### config.mk
export PLATFORM = sky130hd
export DESIGN_NAME = pci_config_space_scanner_core
export DESIGN_NICKNAME = d
export VERILOG_FILES = /design/src/sv/pcs_pkg.sv /design/src/sv/pcs_regs.sv /design/src/sv/pcs_step.sv /design/src/sv/pci_config_space_scanner_core.sv
export VERILOG_INCLUDE_DIRS = /design/src /design/src/sv
export SDC_FILE = /design/constraint.sdc
export NUM_CORES = 1
export LEC_CHECK = 0
export BUFFER_PORTS_ARGS = -buffer_cell sky130_fd_sc_hd__buf_2
export CAP_MARGIN = 30
export CORE_MARGIN = 10
export CORE_UTILIZATION = 40
export DETAILED_ROUTE_END_ITERATION = 8
export GPL_TIMING_DRIVEN = 1
export SYNTH_ARGS = -nofsm -noshare
export SYNTH_HDL_FRONTEND = slang
export SYNTH_SLANG_ARGS = --single-unit
export TNS_END_PERCENT = 10
### constraint.sdc
create_clock -name clk_i -period 4.1 [get_ports clk_i]
set_input_delay 0.615 -clock clk_i [delete_from_list [all_inputs] [get_ports clk_i]]
set_output_delay 0.615 -clock clk_i [all_outputs]
set_load 0.01 [all_outputs]
### src/sv/assert_macros.svh
// assertion macros shared by the scanner rtl
// expects clk_i and rst_ni in the scope of each use
`ifndef ASSERT_MACROS_SVH
`define ASSERT_MACROS_SVH

// concurrent check on the rising clock, masked while reset is applied
`define PCS_ASSERT(lbl, prop, msg) \
  lbl: assert property (@(posedge clk_i) disable iff (!rst_ni) (prop)) else $error(msg);

// concurrent check on the rising clock that also holds during reset
`define PCS_ASSERT_ALWAYS(lbl, prop, msg) \
  lbl: assert property (@(posedge clk_i) (prop)) else $error(msg);

`endif

### src/sv/pcs_pkg.sv
// types, codes and constants of the pci configuration space scanner
// used by pcs_regs, pcs_step and pci_config_space_scanner_core
`timescale 1ns / 1ps

package pcs_pkg;

  // scan limits
  localparam int unsigned BusCount   = 256;
  localparam int unsigned DevPerBus  = 32;
  localparam int unsigned FuncPerDev = 8;

  // config dword indexes
  localparam logic [5:0] REG_NONE   = 6'd0;
  localparam logic [5:0] REG_CLASS  = 6'd2;
  localparam logic [5:0] REG_HEADER = 6'd3;
  localparam logic [5:0] REG_BUSNUM = 6'd6;

  // register indexes of the apb port
  localparam logic [2:0] CFG_SEARCH_MODE   = 3'd0;
  localparam logic [2:0] CFG_CLASS_CODE    = 3'd1;
  localparam logic [2:0] CFG_CLASS_WILD    = 3'd2;
  localparam logic [2:0] CFG_SUBCLASS_CODE = 3'd3;
  localparam logic [2:0] CFG_SUBCLASS_WILD = 3'd4;
  localparam logic [2:0] CFG_INSTANCE_IDX  = 3'd5;
  localparam logic [2:0] CFG_TARGET_BUS    = 3'd6;

  // input kinds
  localparam logic KIND_START    = 1'b0;
  localparam logic KIND_RESPONSE = 1'b1;

  // search modes
  localparam logic MODE_DEVICE = 1'b0;
  localparam logic MODE_BRIDGE = 1'b1;

  typedef enum logic [1:0] {
    RK_READ  = 2'd0,
    RK_FOUND = 2'd1,
    RK_NONE  = 2'd2
  } rkind_e;

  typedef enum logic [3:0] {
    PH_IDLE   = 4'b0001,
    PH_CLASS  = 4'b0010,
    PH_HEADER = 4'b0100,
    PH_BUSNUM = 4'b1000
  } phase_e;

  typedef struct packed {
    logic        search_mode;
    logic [7:0]  class_code;
    logic        class_wildcard;
    logic [7:0]  subclass_code;
    logic        subclass_wildcard;
    logic [15:0] instance_index;
    logic [7:0]  target_bus;
  } cfg_t;

  typedef struct packed {
    phase_e      phase;
    logic [7:0]  bus;
    logic [4:0]  dev;
    logic [2:0]  fn;
    logic        multi;
    logic [31:0] saved;
    logic [15:0] skip;
  } st_t;

  typedef struct packed {
    rkind_e     kind;
    logic [7:0] bus;
    logic [4:0] dev;
    logic [2:0] fn;
    logic [5:0] regidx;
  } res_t;

  typedef struct packed {
    st_t  st;
    logic emit;
    res_t res;
  } step_t;

endpackage

### src/sv/pcs_regs.sv
// apb register file of the scanner: search mode, class match, instance index and bridge target
// depends on pcs_pkg
`timescale 1ns / 1ps

module pcs_regs import pcs_pkg::*; (
  input  logic        clk_i,
  input  logic        rst_ni,
  input  logic        psel,
  input  logic        penable,
  input  logic        pwrite,
  input  logic [4:0]  paddr,
  input  logic [31:0] pwdata,
  output logic [31:0] prdata,
  output logic        pready,
  output cfg_t        cfg_o
);

  cfg_t        cfg_q;
  logic        wr_en;
  logic [2:0]  idx;

  assign pready = 1'b1;
  assign wr_en  = psel & penable & pwrite;
  assign idx    = paddr[4:2];
  assign cfg_o  = cfg_q;

  // register writes
  always_ff @(posedge clk_i or negedge rst_ni) begin
    if (!rst_ni) begin
      cfg_q                   <= '0;
      cfg_q.class_wildcard    <= 1'b1;
      cfg_q.subclass_wildcard <= 1'b1;
    end else if (wr_en) begin
      case (idx)
        CFG_SEARCH_MODE:   cfg_q.search_mode       <= pwdata[0];
        CFG_CLASS_CODE:    cfg_q.class_code        <= pwdata[7:0];
        CFG_CLASS_WILD:    cfg_q.class_wildcard    <= pwdata[0];
        CFG_SUBCLASS_CODE: cfg_q.subclass_code     <= pwdata[7:0];
        CFG_SUBCLASS_WILD: cfg_q.subclass_wildcard <= pwdata[0];
        CFG_INSTANCE_IDX:  cfg_q.instance_index    <= pwdata[15:0];
        CFG_TARGET_BUS:    cfg_q.target_bus        <= pwdata[7:0];
        default: ;
      endcase
    end
  end

  // read mux
  always_comb begin
    case (idx)
      CFG_SEARCH_MODE:   prdata = {31'd0, cfg_q.search_mode};
      CFG_CLASS_CODE:    prdata = {24'd0, cfg_q.class_code};
      CFG_CLASS_WILD:    prdata = {31'd0, cfg_q.class_wildcard};
      CFG_SUBCLASS_CODE: prdata = {24'd0, cfg_q.subclass_code};
      CFG_SUBCLASS_WILD: prdata = {31'd0, cfg_q.subclass_wildcard};
      CFG_INSTANCE_IDX:  prdata = {16'd0, cfg_q.instance_index};
      CFG_TARGET_BUS:    prdata = {24'd0, cfg_q.target_bus};
      default:           prdata = 32'd0;
    endcase
  end

endmodule

### src/sv/pcs_step.sv
// next-state and result logic of the scanner for one registered input item
// depends on pcs_pkg
`timescale 1ns / 1ps

module pcs_step import pcs_pkg::*; (
  input  st_t         st_i,
  input  cfg_t        cfg_i,
  input  logic        kind_i,
  input  logic [31:0] data_i,
  output step_t       step_o
);

  // issue a config read at the current location
  function automatic step_t req(input st_t s, input phase_e ph, input logic [5:0] r);
    step_t o;
    o.st         = s;
    o.st.phase   = ph;
    o.emit       = 1'b1;
    o.res.kind   = RK_READ;
    o.res.bus    = s.bus;
    o.res.dev    = s.dev;
    o.res.fn     = s.fn;
    o.res.regidx = r;
    return o;
  endfunction

  // end the search, found carries the location, not-found carries zeros
  function automatic step_t fin(input st_t s, input rkind_e k);
    step_t o;
    o.st         = s;
    o.st.phase   = PH_IDLE;
    o.emit       = 1'b1;
    o.res.kind   = k;
    o.res.bus    = (k == RK_FOUND) ? s.bus : 8'd0;
    o.res.dev    = (k == RK_FOUND) ? s.dev : 5'd0;
    o.res.fn     = (k == RK_FOUND) ? s.fn : 3'd0;
    o.res.regidx = REG_NONE;
    return o;
  endfunction

  // next function, device or bus (next bus in device mode only)
  function automatic step_t advance(input st_t s, input logic mode);
    st_t        n;
    logic [3:0] nf;
    logic [3:0] lim;
    logic [5:0] nd;
    logic [8:0] nb;
    step_t      o;
    n   = s;
    nf  = {1'b0, s.fn} + 4'd1;
    lim = s.multi ? 4'(FuncPerDev) : 4'd1;
    nd  = {1'b0, s.dev} + 6'd1;
    nb  = {1'b0, s.bus} + 9'd1;
    if (nf < lim) begin
      n.fn = nf[2:0];
      o    = req(n, PH_CLASS, REG_CLASS);
    end else begin
      n.fn    = 3'd0;
      n.multi = 1'b0;
      if (nd < 6'(DevPerBus)) begin
        n.dev = nd[4:0];
        o     = req(n, PH_CLASS, REG_CLASS);
      end else begin
        n.dev = 5'd0;
        if (mode == MODE_DEVICE && nb < 9'(BusCount)) begin
          n.bus = nb[7:0];
          o     = req(n, PH_CLASS, REG_CLASS);
        end else begin
          o = fin(n, RK_NONE);
        end
      end
    end
    return o;
  endfunction

  // class match against the saved class dword with instance skipping
  function automatic step_t judge(input st_t s, input cfg_t c);
    st_t   n;
    logic  hit;
    step_t o;
    n   = s;
    hit = (c.class_wildcard || s.saved[31:24] == c.class_code) &&
          (c.subclass_wildcard || s.saved[23:16] == c.subclass_code);
    if (hit && s.skip == 16'd0) begin
      o = fin(n, RK_FOUND);
    end else begin
      if (hit) n.skip = s.skip - 16'd1;
      o = advance(n, c.search_mode);
    end
    return o;
  endfunction

  always_comb begin
    st_t n;
    n      = st_i;
    step_o = '0;
    step_o.st = st_i;
    if (kind_i == KIND_START) begin
      // fresh search from bus 0 device 0 function 0
      n.bus   = 8'd0;
      n.dev   = 5'd0;
      n.fn    = 3'd0;
      n.multi = 1'b0;
      n.saved = 32'd0;
      n.skip  = cfg_i.instance_index;
      step_o  = req(n, PH_CLASS, REG_CLASS);
    end else begin
      case (st_i.phase)
        PH_CLASS: begin
          if (data_i == 32'hffff_ffff) begin
            step_o = advance(n, cfg_i.search_mode);
          end else begin
            n.saved = data_i;
            if (cfg_i.search_mode == MODE_DEVICE && st_i.multi) begin
              step_o = judge(n, cfg_i);
            end else begin
              step_o = req(n, PH_HEADER, REG_HEADER);
            end
          end
        end
        PH_HEADER: begin
          if (data_i[23]) n.multi = 1'b1;
          if (cfg_i.search_mode == MODE_DEVICE) begin
            step_o = judge(n, cfg_i);
          end else if (data_i[22:16] != 7'd1) begin
            step_o = advance(n, cfg_i.search_mode);
          end else begin
            step_o = req(n, PH_BUSNUM, REG_BUSNUM);
          end
        end
        PH_BUSNUM: begin
          // secondary..subordinate must hold the target bus
          if (data_i[15:8] <= cfg_i.target_bus && data_i[23:16] >= cfg_i.target_bus) begin
            step_o = fin(n, RK_FOUND);
          end else begin
            step_o = advance(n, cfg_i.search_mode);
          end
        end
        default: begin
          // response with no search running is dropped
          step_o.st.phase = PH_IDLE;
          step_o.emit     = 1'b0;
        end
      endcase
    end
  end

endmodule

### src/sv/pci_config_space_scanner_core.sv
// top level of the pci configuration space scanner
// depends on pcs_pkg, pcs_regs, pcs_step and assert_macros.svh
//
//  channel   dir   handshake                   payload
//  s_axis    in    tvalid/tready               tuser kind, tdata read_data
//  m_axis    out   tvalid/tready               tuser result_kind, tdata location
//  apb       in    psel/penable/pwrite/pready  paddr, pwdata, prdata
//
// one item per cycle sustained while the result stream does not stall; an accepted item passes
// the input register, then the step logic, then the result register
// the scan state updates in the same cycle as the result register
// reset clears the scan state, the valid flags of the stages and the config registers to their defaults
// a stalled result holds the input register, which then holds s_axis_tready low
`timescale 1ns / 1ps

`include "assert_macros.svh"

module pci_config_space_scanner_core import pcs_pkg::*; (
  input  logic        clk_i,
  input  logic        rst_ni,
  // config port
  input  logic        psel,
  input  logic        penable,
  input  logic        pwrite,
  input  logic [4:0]  paddr,
  input  logic [31:0] pwdata,
  output logic [31:0] prdata,
  output logic        pready,
  // input stream
  input  logic        s_axis_tvalid,
  output logic        s_axis_tready,
  input  logic [31:0] s_axis_tdata,   // [31:0] read_data
  input  logic        s_axis_tuser,   // [0] kind
  // result stream
  output logic        m_axis_tvalid,
  input  logic        m_axis_tready,
  output logic [23:0] m_axis_tdata,   // [7:0] bus, [12:8] device, [15:13] function,
                                      // [21:16] register_index, [23:22] zero
  output logic [1:0]  m_axis_tuser    // [1:0] result_kind
);

  cfg_t        cfg;
  st_t         st_q;
  step_t       step;
  logic        s1_valid_q;
  logic        s1_kind_q;
  logic [31:0] s1_data_q;
  logic        out_valid_q;
  res_t        out_res_q;
  logic        out_free;
  logic        go;

  pcs_regs u_regs (
    .clk_i   (clk_i),
    .rst_ni  (rst_ni),
    .psel    (psel),
    .penable (penable),
    .pwrite  (pwrite),
    .paddr   (paddr),
    .pwdata  (pwdata),
    .prdata  (prdata),
    .pready  (pready),
    .cfg_o   (cfg)
  );

  pcs_step u_step (
    .st_i   (st_q),
    .cfg_i  (cfg),
    .kind_i (s1_kind_q),
    .data_i (s1_data_q),
    .step_o (step)
  );

  // flow control
  assign out_free      = !out_valid_q || m_axis_tready;
  assign go            = s1_valid_q && out_free;
  assign s_axis_tready = !s1_valid_q || out_free;

  // input register
  always_ff @(posedge clk_i or negedge rst_ni) begin
    if (!rst_ni) begin
      s1_valid_q <= 1'b0;
    end else if (s_axis_tready) begin
      s1_valid_q <= s_axis_tvalid;
    end
  end

  always_ff @(posedge clk_i) begin
    if (s_axis_tready && s_axis_tvalid) begin
      s1_kind_q <= s_axis_tuser;
      s1_data_q <= s_axis_tdata;
    end
  end

  // scan state
  always_ff @(posedge clk_i or negedge rst_ni) begin
    if (!rst_ni) begin
      st_q       <= '0;
      st_q.phase <= PH_IDLE;
    end else if (go) begin
      st_q <= step.st;
    end
  end

  // result register
  always_ff @(posedge clk_i or negedge rst_ni) begin
    if (!rst_ni) begin
      out_valid_q <= 1'b0;
    end else if (go) begin
      out_valid_q <= step.emit;
    end else if (m_axis_tready) begin
      out_valid_q <= 1'b0;
    end
  end

  always_ff @(posedge clk_i) begin
    if (go && step.emit) begin
      out_res_q <= step.res;
    end
  end

  assign m_axis_tvalid = out_valid_q;
  assign m_axis_tuser  = out_res_q.kind;
  assign m_axis_tdata  = {2'b00, out_res_q.regidx, out_res_q.fn, out_res_q.dev,
                          out_res_q.bus};

  // checks
  `PCS_ASSERT(a_none_zero,
    (m_axis_tvalid && m_axis_tuser == RK_NONE) |-> (m_axis_tdata == 24'd0),
    "not-found result with nonzero location")
  `PCS_ASSERT(a_start_class,
    (go && s1_kind_q == KIND_START) |=>
      (st_q.phase == PH_CLASS && m_axis_tvalid && m_axis_tdata[21:16] == REG_CLASS),
    "start did not request the class dword")
  `PCS_ASSERT(a_read_busy,
    (go && step.emit && step.res.kind == RK_READ) |=> (st_q.phase != PH_IDLE),
    "read request left the scanner idle")
  `PCS_ASSERT(a_s1_hold,
    (s1_valid_q && !out_free) |=>
      (s1_valid_q && $stable(s1_data_q) && $stable(s1_kind_q)),
    "input register changed under a stall")
  `PCS_ASSERT_ALWAYS(a_phase_onehot, $onehot(st_q.phase) || !rst_ni,
    "scan phase not one-hot")

endmodule

# ---- Yosys cells after proc, flatten, opt, wreduce, memory -nomap -nowiden
# Index checks and enable logic that the tools add are counted.
# Widths: inputs -> output; s select.
dict set report totals {
  register_bits 171
  latchBits 0
  ram_bits 0
  rom_bits 0
  inputBits 77
  elab_cells 132
  memories 0
}
dict set report op_classes {
  n_addsub 4
  multipliers 0
  div 0
  magnitude_cmp 6
  n_eq_ne 30
  shift 0
  muxes 32
  bitwise_logic 3
  n_reduce_logical 34
}
# cell n
set ops {}
lappend ops {{$mux 94} 12}
lappend ops {{$mux 92} 6}
lappend ops {{$pmux 65 s3} 1}
lappend ops {{$pmux 16 s7} 1}
lappend ops {{$pmux 24 s3} 1}
lappend ops {{$eq 32x32->1 const B} 1}
lappend ops {{$eq 8x8->1} 4}
lappend ops {{$mux 16} 2}
lappend ops {{$ne 4x3->1 const B} 5}
lappend ops {{$logic_not 16->1} 1}
lappend ops {{$sub 16x1->16 const B} 1}
lappend ops {{$reduce_and 2->1} 7}
lappend ops {{$reduce_and 13->1} 1}
lappend ops {{$ne 4x4->1 const B} 3}
lappend ops {{$pmux 4 s3} 1}
lappend ops {{$reduce_and 6->1} 2}
lappend ops {{$logic_and 1x1->1} 10}
lappend ops {{$add 8x1->9 const B} 1}
lappend ops {{$eq 3x3->1 const B} 3}
lappend ops {{$lt 9x9->1 const B} 1}
lappend ops {{$ne 3x3->1 const B} 3}
lappend ops {{$reduce_and 9->1} 1}
lappend ops {{$ge 8x8->1} 1}
lappend ops {{$le 8x8->1} 1}
lappend ops {{other kinds (24)} 39}

# ---- Logic depth before layout (Yosys ltp)
dict set report depth {
  depth_word 13
  mapped_depth 12
  depth_no_buf 10
}

# ---- Modules after synthesis
# A second synthesis with hierarchy kept.
dict set report hier_totals {
  cells_unflattened 981
  hier_area_um2 10224.8
}
# module n_inst cells_each area_per_inst_um2 seq_area_each_um2
set by_module_without_submodules {}
lappend by_module_without_submodules {pci_config_space_scanner_core 1 216 4429.2 3489.6}
lappend by_module_without_submodules {pcs_step 1 600 3613.5 0.0}
lappend by_module_without_submodules {pcs_regs 1 165 2182.1 1078.5}

# ---- Least setup slack after synthesis
# Ideal clock, no wire load.
dict set report synth_timing {
  path_kind {input to register}
  start {in m_axis_tready}
  end {reg st_q[58] (netlist name)}
  setup_time_ns 0.110
  t_arrival_ns 2.935
  required_ns 3.990
  path_slack_ns 1.055
  stages 9
  path_buffers 1
  path_cell_list {nand2b_1 -> nand2_1 -> a21oi_2 -> inv_1 -> nor3_1 -> o211ai_4 -> or2_1 -> buf_6 -> o41ai_1}
}
dict set report synth_via {
  elab_chain_cells 3
}
# element line_no
set synth_lines {}
lappend synth_lines {{start: declaration} pci_config_space_scanner_core.sv:36} ;# input logic m_axis_tready,
lappend synth_lines {{$logic_or 1x1->1} pci_config_space_scanner_core.sv:75} ;# assign out_free = !out_valid_q || m_axis_tready;
lappend synth_lines {{$logic_and 1x1->1} pci_config_space_scanner_core.sv:76} ;# assign go = s1_valid_q && out_free;
lappend synth_lines {{$reduce_and 13->1 (no source line)} -}
lappend synth_lines {{end signal: assignment} pci_config_space_scanner_core.sv:101} ;# st_q <= step.st;
lappend synth_lines {{end: declaration} pci_config_space_scanner_core.sv:43} ;# st_t st_q;
# No other way between the ends.
# A chain may end at the register's enable or synchronous reset.

# ---- Worst setup path in the final report
dict set report layout_timing {
  start {reg s1_data_q[23]}
  end {reg st_q[3] (netlist name)}
}
dict set report layout_via {
  elab_chain_cells 12
}
# element line_no
set layout_lines {}
lappend layout_lines {{start: declaration} pci_config_space_scanner_core.sv:47} ;# logic [31:0] s1_data_q;
lappend layout_lines {{start signal: assignment} pci_config_space_scanner_core.sv:91} ;# s1_data_q <= s_axis_tdata;
lappend layout_lines {{$eq 8x8->1} pcs_step.sv:83} ;# (c.subclass_wildcard || s.saved[23:16] == c.subclass_code);
lappend layout_lines {{$logic_or 1x1->1} pcs_step.sv:83}
lappend layout_lines {{$logic_and 1x1->1} pcs_step.sv:82} ;# hit = (c.class_wildcard || s.saved[31:24] == c.class_code) &&
lappend layout_lines {{$mux 16} pcs_step.sv:87} ;# if (hit) n.skip = s.skip - 16'd1;
lappend layout_lines {{$mux 92} pcs_step.sv:65} ;# if (mode == MODE_DEVICE && nb < 9'(BusCount)) begin
lappend layout_lines {{$mux 92} pcs_step.sv:60} ;# if (nd < 6'(DevPerBus)) begin
lappend layout_lines {{$mux 94} pcs_step.sv:54} ;# if (nf < lim) begin
lappend layout_lines {{$mux 94} pcs_step.sv:84} ;# if (hit && s.skip == 16'd0) begin
lappend layout_lines {{$mux 94} pcs_step.sv:114} ;# if (cfg_i.search_mode == MODE_DEVICE && st_i.multi) begin
lappend layout_lines {{$mux 94} pcs_step.sv:110} ;# if (data_i == 32'hffff_ffff) begin
lappend layout_lines {{$pmux 65 s3} pcs_step.sv:108} ;# case (st_i.phase)
lappend layout_lines {{$mux 94} pcs_step.sv:98} ;# if (kind_i == KIND_START) begin
# Parallel ways exist; a longest one is shown, timed or not. The select of a mux whose other input is x is not followed.

==> results by group <==
Outcome
  • Run status: completed

Critical path
  • Worst path bufs/invs: 1
  • Worst Path Required: 4.42 ns
  • Worst-path cell chain: ha_1 -> a211oi_1 -> o21ai_0 -> a41o_1 -> and4_1 -> a22o_1 -> a21boi_1 -> buf_4 -> o211ai_1 -> a22o_1
  • Top delay family on crit path: compound AO/OA/AOI/OAI gates
  • Kind of start point of the critical path: register
  • Critical R2R Capture: st_q[3]
  • Crit path max fanout: 13
  • Register-to-register setup slack: 0.63 ns
  • Worst path slowest cell: sky130_fd_sc_hd__a21boi_1
  • Launching point of the worst reg2reg path: s1_data_q[23]
  • Delay of the slowest cell on the worst path: 0.67 ns
  • Most frequent cell on the critical path: sky130_fd_sc_hd__a22o_1
  • Endpoint kind of the worst setup timing path: register
  • Worst EP arrival: 3.79 ns
  • Stages on the worst setup path: 10
  • Class of the most critical setup path: reg -> reg
  • Cell depth of the worst flop-to-flop path: 10

Global routing
  • Grt ovf: 0
  • Number of antenna violations at the first check in global routing: 0
  • Largest net degree at the start of global routing: 64
  • Number of global-route vias before repair: 8019
  • Global-route total usage across every layer: 0.182
  • Global-route wire length before repair: 44400 microns

Floorplanning
  • Count of standard-cell rows: 55
  • Top-level I/O count: 138
  • Full die area: 29800 sq um
  • Starting density of the core: 0.408
  • Height of the die: 173 microns
  • Horizontal die dimension: 173 microns
  • Area of the core: 22800 sq um

Placement
  • Placed instance count: 1321
  • Placed wire-length estimate: 20000 microns
  • Worst-case setup slack after placement: 0.680 ns
  • PortBufs: 97
  • Final estimated routing congestion in global placement: 0.944

Clocking
  • Clock insertion delay at the later pin of the skew report: 0.44 ns
  • Number of buffers added for setup after CTS: 0
  • TritonCTS clock tree: yes
  • Clock slew seen by the registers of the worst setup and hold paths: 0.07 ns
  • Maximum root-to-sink buffer count: 2
  • H-tree depth: 4
  • Number of gates resized after CTS: 0
  • Cell at the root of the clock tree: sky130_fd_sc_hd__clkbuf_16
  • Hold buffer count at CTS: 0
  • Inserted Clock Buffers: 17
  • Total number of clock tree sinks: 152

Timing
  • Number of endpoints with negative hold slack in the final report: 0
  • Worst-Margin Slew: 0.927 ns
  • Final Skew: 0.0139 ns
  • Hold Worst Slack: 0.269 ns
  • Final worst path period share: 0.847
  • Final count of pins violating max slew: 0
  • Min Tclk post-route: 3.47 ns
  • RSZ-0062 raised after global routing: no
  • Max-Slew Margin vs Limit: 0.377
  • Number of failing setup endpoints in the final timing report: 0
  • Aggregate negative setup slack: 0 ns
  • Worst Slack Setup Final: 0.627 ns
  • Upper clock frequency limit: 288 MHz

Power
  • Pwr per Cell Area: 497 nW/um^2
  • Static power due to leakage: 4.45 nW
  • VDD IR max: 280 uV

Final layout
  • Net count of the finished layout: 1128
  • Commonest cells after routing, fill and taps aside: sky130_fd_sc_hd__buf_2, sky130_fd_sc_hd__dfrtp_1, sky130_fd_sc_hd__nand2_1
  • Area grow syn2layout: 14.7%
  • Layout cell share with drive strength beyond 1: 0.214
  • Leading cell type in the layout, fill and taps excluded: sky130_fd_sc_hd__buf_2
  • Fin cells: 1353
  • Antenna Diode Count: 0
  • Core utilization of the finished layout: 0.468

Synthesis
  • Cell count after synthesis: 940
  • Top_reg_cell synth: sky130_fd_sc_hd__dfrtp_1
  • EDFF count, synth: 54
  • Fraction of the yosys area taken by sequential cells: 0.438
  • Async set-or-reset flop fraction in the synthesized netlist: 0.645
  • Number of different library cells in the post-synthesis netlist: 86
  • Number of warnings reported in the yosys synthesis log: 0
  • Syn Area/Cell: 9.90 sq um
  • Synth Register Bits: 152
  • Synthesized area: 9300 sq um

Drt
  • DR vias/cell: 5.92
  • Final wirelength: 27700 microns
  • Via Count: 8009
  • WL per Instance: 20.5 microns
  • DRT antenna net count: 0
  • Initial drt markers: 918
  • DRC: 0
  • Detailed-router iteration count before antenna repair: 6

Min path
  • Class of the worst hold path: in -> async

Flow run
  • Max_cap viols: 0
how the worst max path moves through the flow:
stage | start | to | slack [ns]
6_report | s1_data_q[23] | st_q[3] | 0.63
5_1_grt | s1_data_q[23] | st_q[3] | 0.46
4_1_cts | s1_data_q[23] | st_q[3] | 0.66
3_5_place_dp | s1_data_q[23] | st_q[3] | 0.68
3_3_place_gp | s1_data_q[23] | st_q[3] | 0.69
2_1_floorplan | m_axis_tready | st_q[58] | 1.06
cell families after synthesis:
logic type | after synthesis | share of synthesized area
and+or+nand+nor | 292 | 0.161
adders and majority gates | 24 | 0.0323
AOI/OAI and AO/OA | 267 | 0.211
muxes | 49 | 0.0580
other | 2 | 0.000807
buffers and inverters | 110 | 0.0568
xor gates and xnor gates | 44 | 0.0414
DFF | 152 | 0.438
cell type report:
class,count,area [sq um]
clock buffers,22,507
inverters,30,113
clock inverters,10,81.3
flip-flops and latches,152,4080
fillers,2170,12100
well taps,313,392
multi-input cells,698,4780
repair buffers,128,721
synth_stat cells (all sizes together) (4+ instances only):
master	n	share of area
dfrtp	95	0.26
nand2	72	0.029
nor2	60	0.024
o21ai	60	0.032
edfxtp	54	0.17
clkbuf	47	0.019
mux2	39	0.047
a21oi	38	0.021
nand3	37	0.020
buf	33	0.026
xor2	33	0.031
a22o	31	0.029
inv	30	0.012
ha	24	0.032
nor3	22	0.014
o2bb2ai	17	0.016
and3	15	0.010
nand4	15	0.010
nor4	15	0.010
a22oi	12	0.011
o31ai	12	0.010
a211oi	11	0.010
xnor2	11	0.010
a31oi	10	0.0067
mux2i	10	0.011
nand2b	10	0.0067
or3	9	0.0066
a41oi	8	0.0075
and2	7	0.0050
o211ai	7	0.0071
nor2b	6	0.0040
o22ai	6	0.0040
or2	6	0.0040
nand3b	5	0.0040
o41ai	5	0.0067
a311oi	4	0.0038
a32oi	4	0.0038
a41o	4	0.0043
nor4b	4	0.0044
o2111ai	4	0.0038
o32ai	4	0.0038
or4	4	0.0040
through the flow:
stage                     power, mW  cell area, sq um
after floorplan                3.24              9380
after global routing           5.60             10700
after CTS                      5.31             10700
after detailed placement       3.74             10100
final                          5.30             10700
after global placement         3.72             10100
worst register-to-register path, cell delays in order (launching register included):
cell and delay [ns]:
sky130_fd_sc_hd__edfxtp_1 0.52, sky130_fd_sc_hd__ha_1 0.34, sky130_fd_sc_hd__a211oi_1 0.21, sky130_fd_sc_hd__o21ai_0 0.11, sky130_fd_sc_hd__a41o_1 0.22, sky130_fd_sc_hd__and4_1 0.28
sky130_fd_sc_hd__a22o_1 0.32, sky130_fd_sc_hd__a21boi_1 0.67, sky130_fd_sc_hd__buf_4 0.33, sky130_fd_sc_hd__o211ai_1 0.12, sky130_fd_sc_hd__a22o_1 0.25
state kept, by name, summed over array words and instances, names as in the netlist:
register	count
st_q	53
s1_data_q	32
m_axis_tuser	2
m_axis_tdata	19
m_axis_tvalid	1
u_regs.cfg_o	43
s1_kind_q	1
s1_valid_q	1
per-layer routing:
layer  up-vias  global-route usage  routed length, microns
met3        54              0.0379                    2040
li1       3695                   -                       -
met1      3907               0.234                   12100
met5         -                   0                       0
met4         0              0.0718                     605
met2       353               0.293                   13000
power by group:
group	total (mW)	leakage [nW]	switching (mW)	internal [mW]
Clock	1.57	0.286	0.677	0.890
Sequential	2.19	1.79	0.301	1.89
Combinational	1.55	2.38	0.936	0.610
No activity file was read; power rests on OpenSTA's default activity.
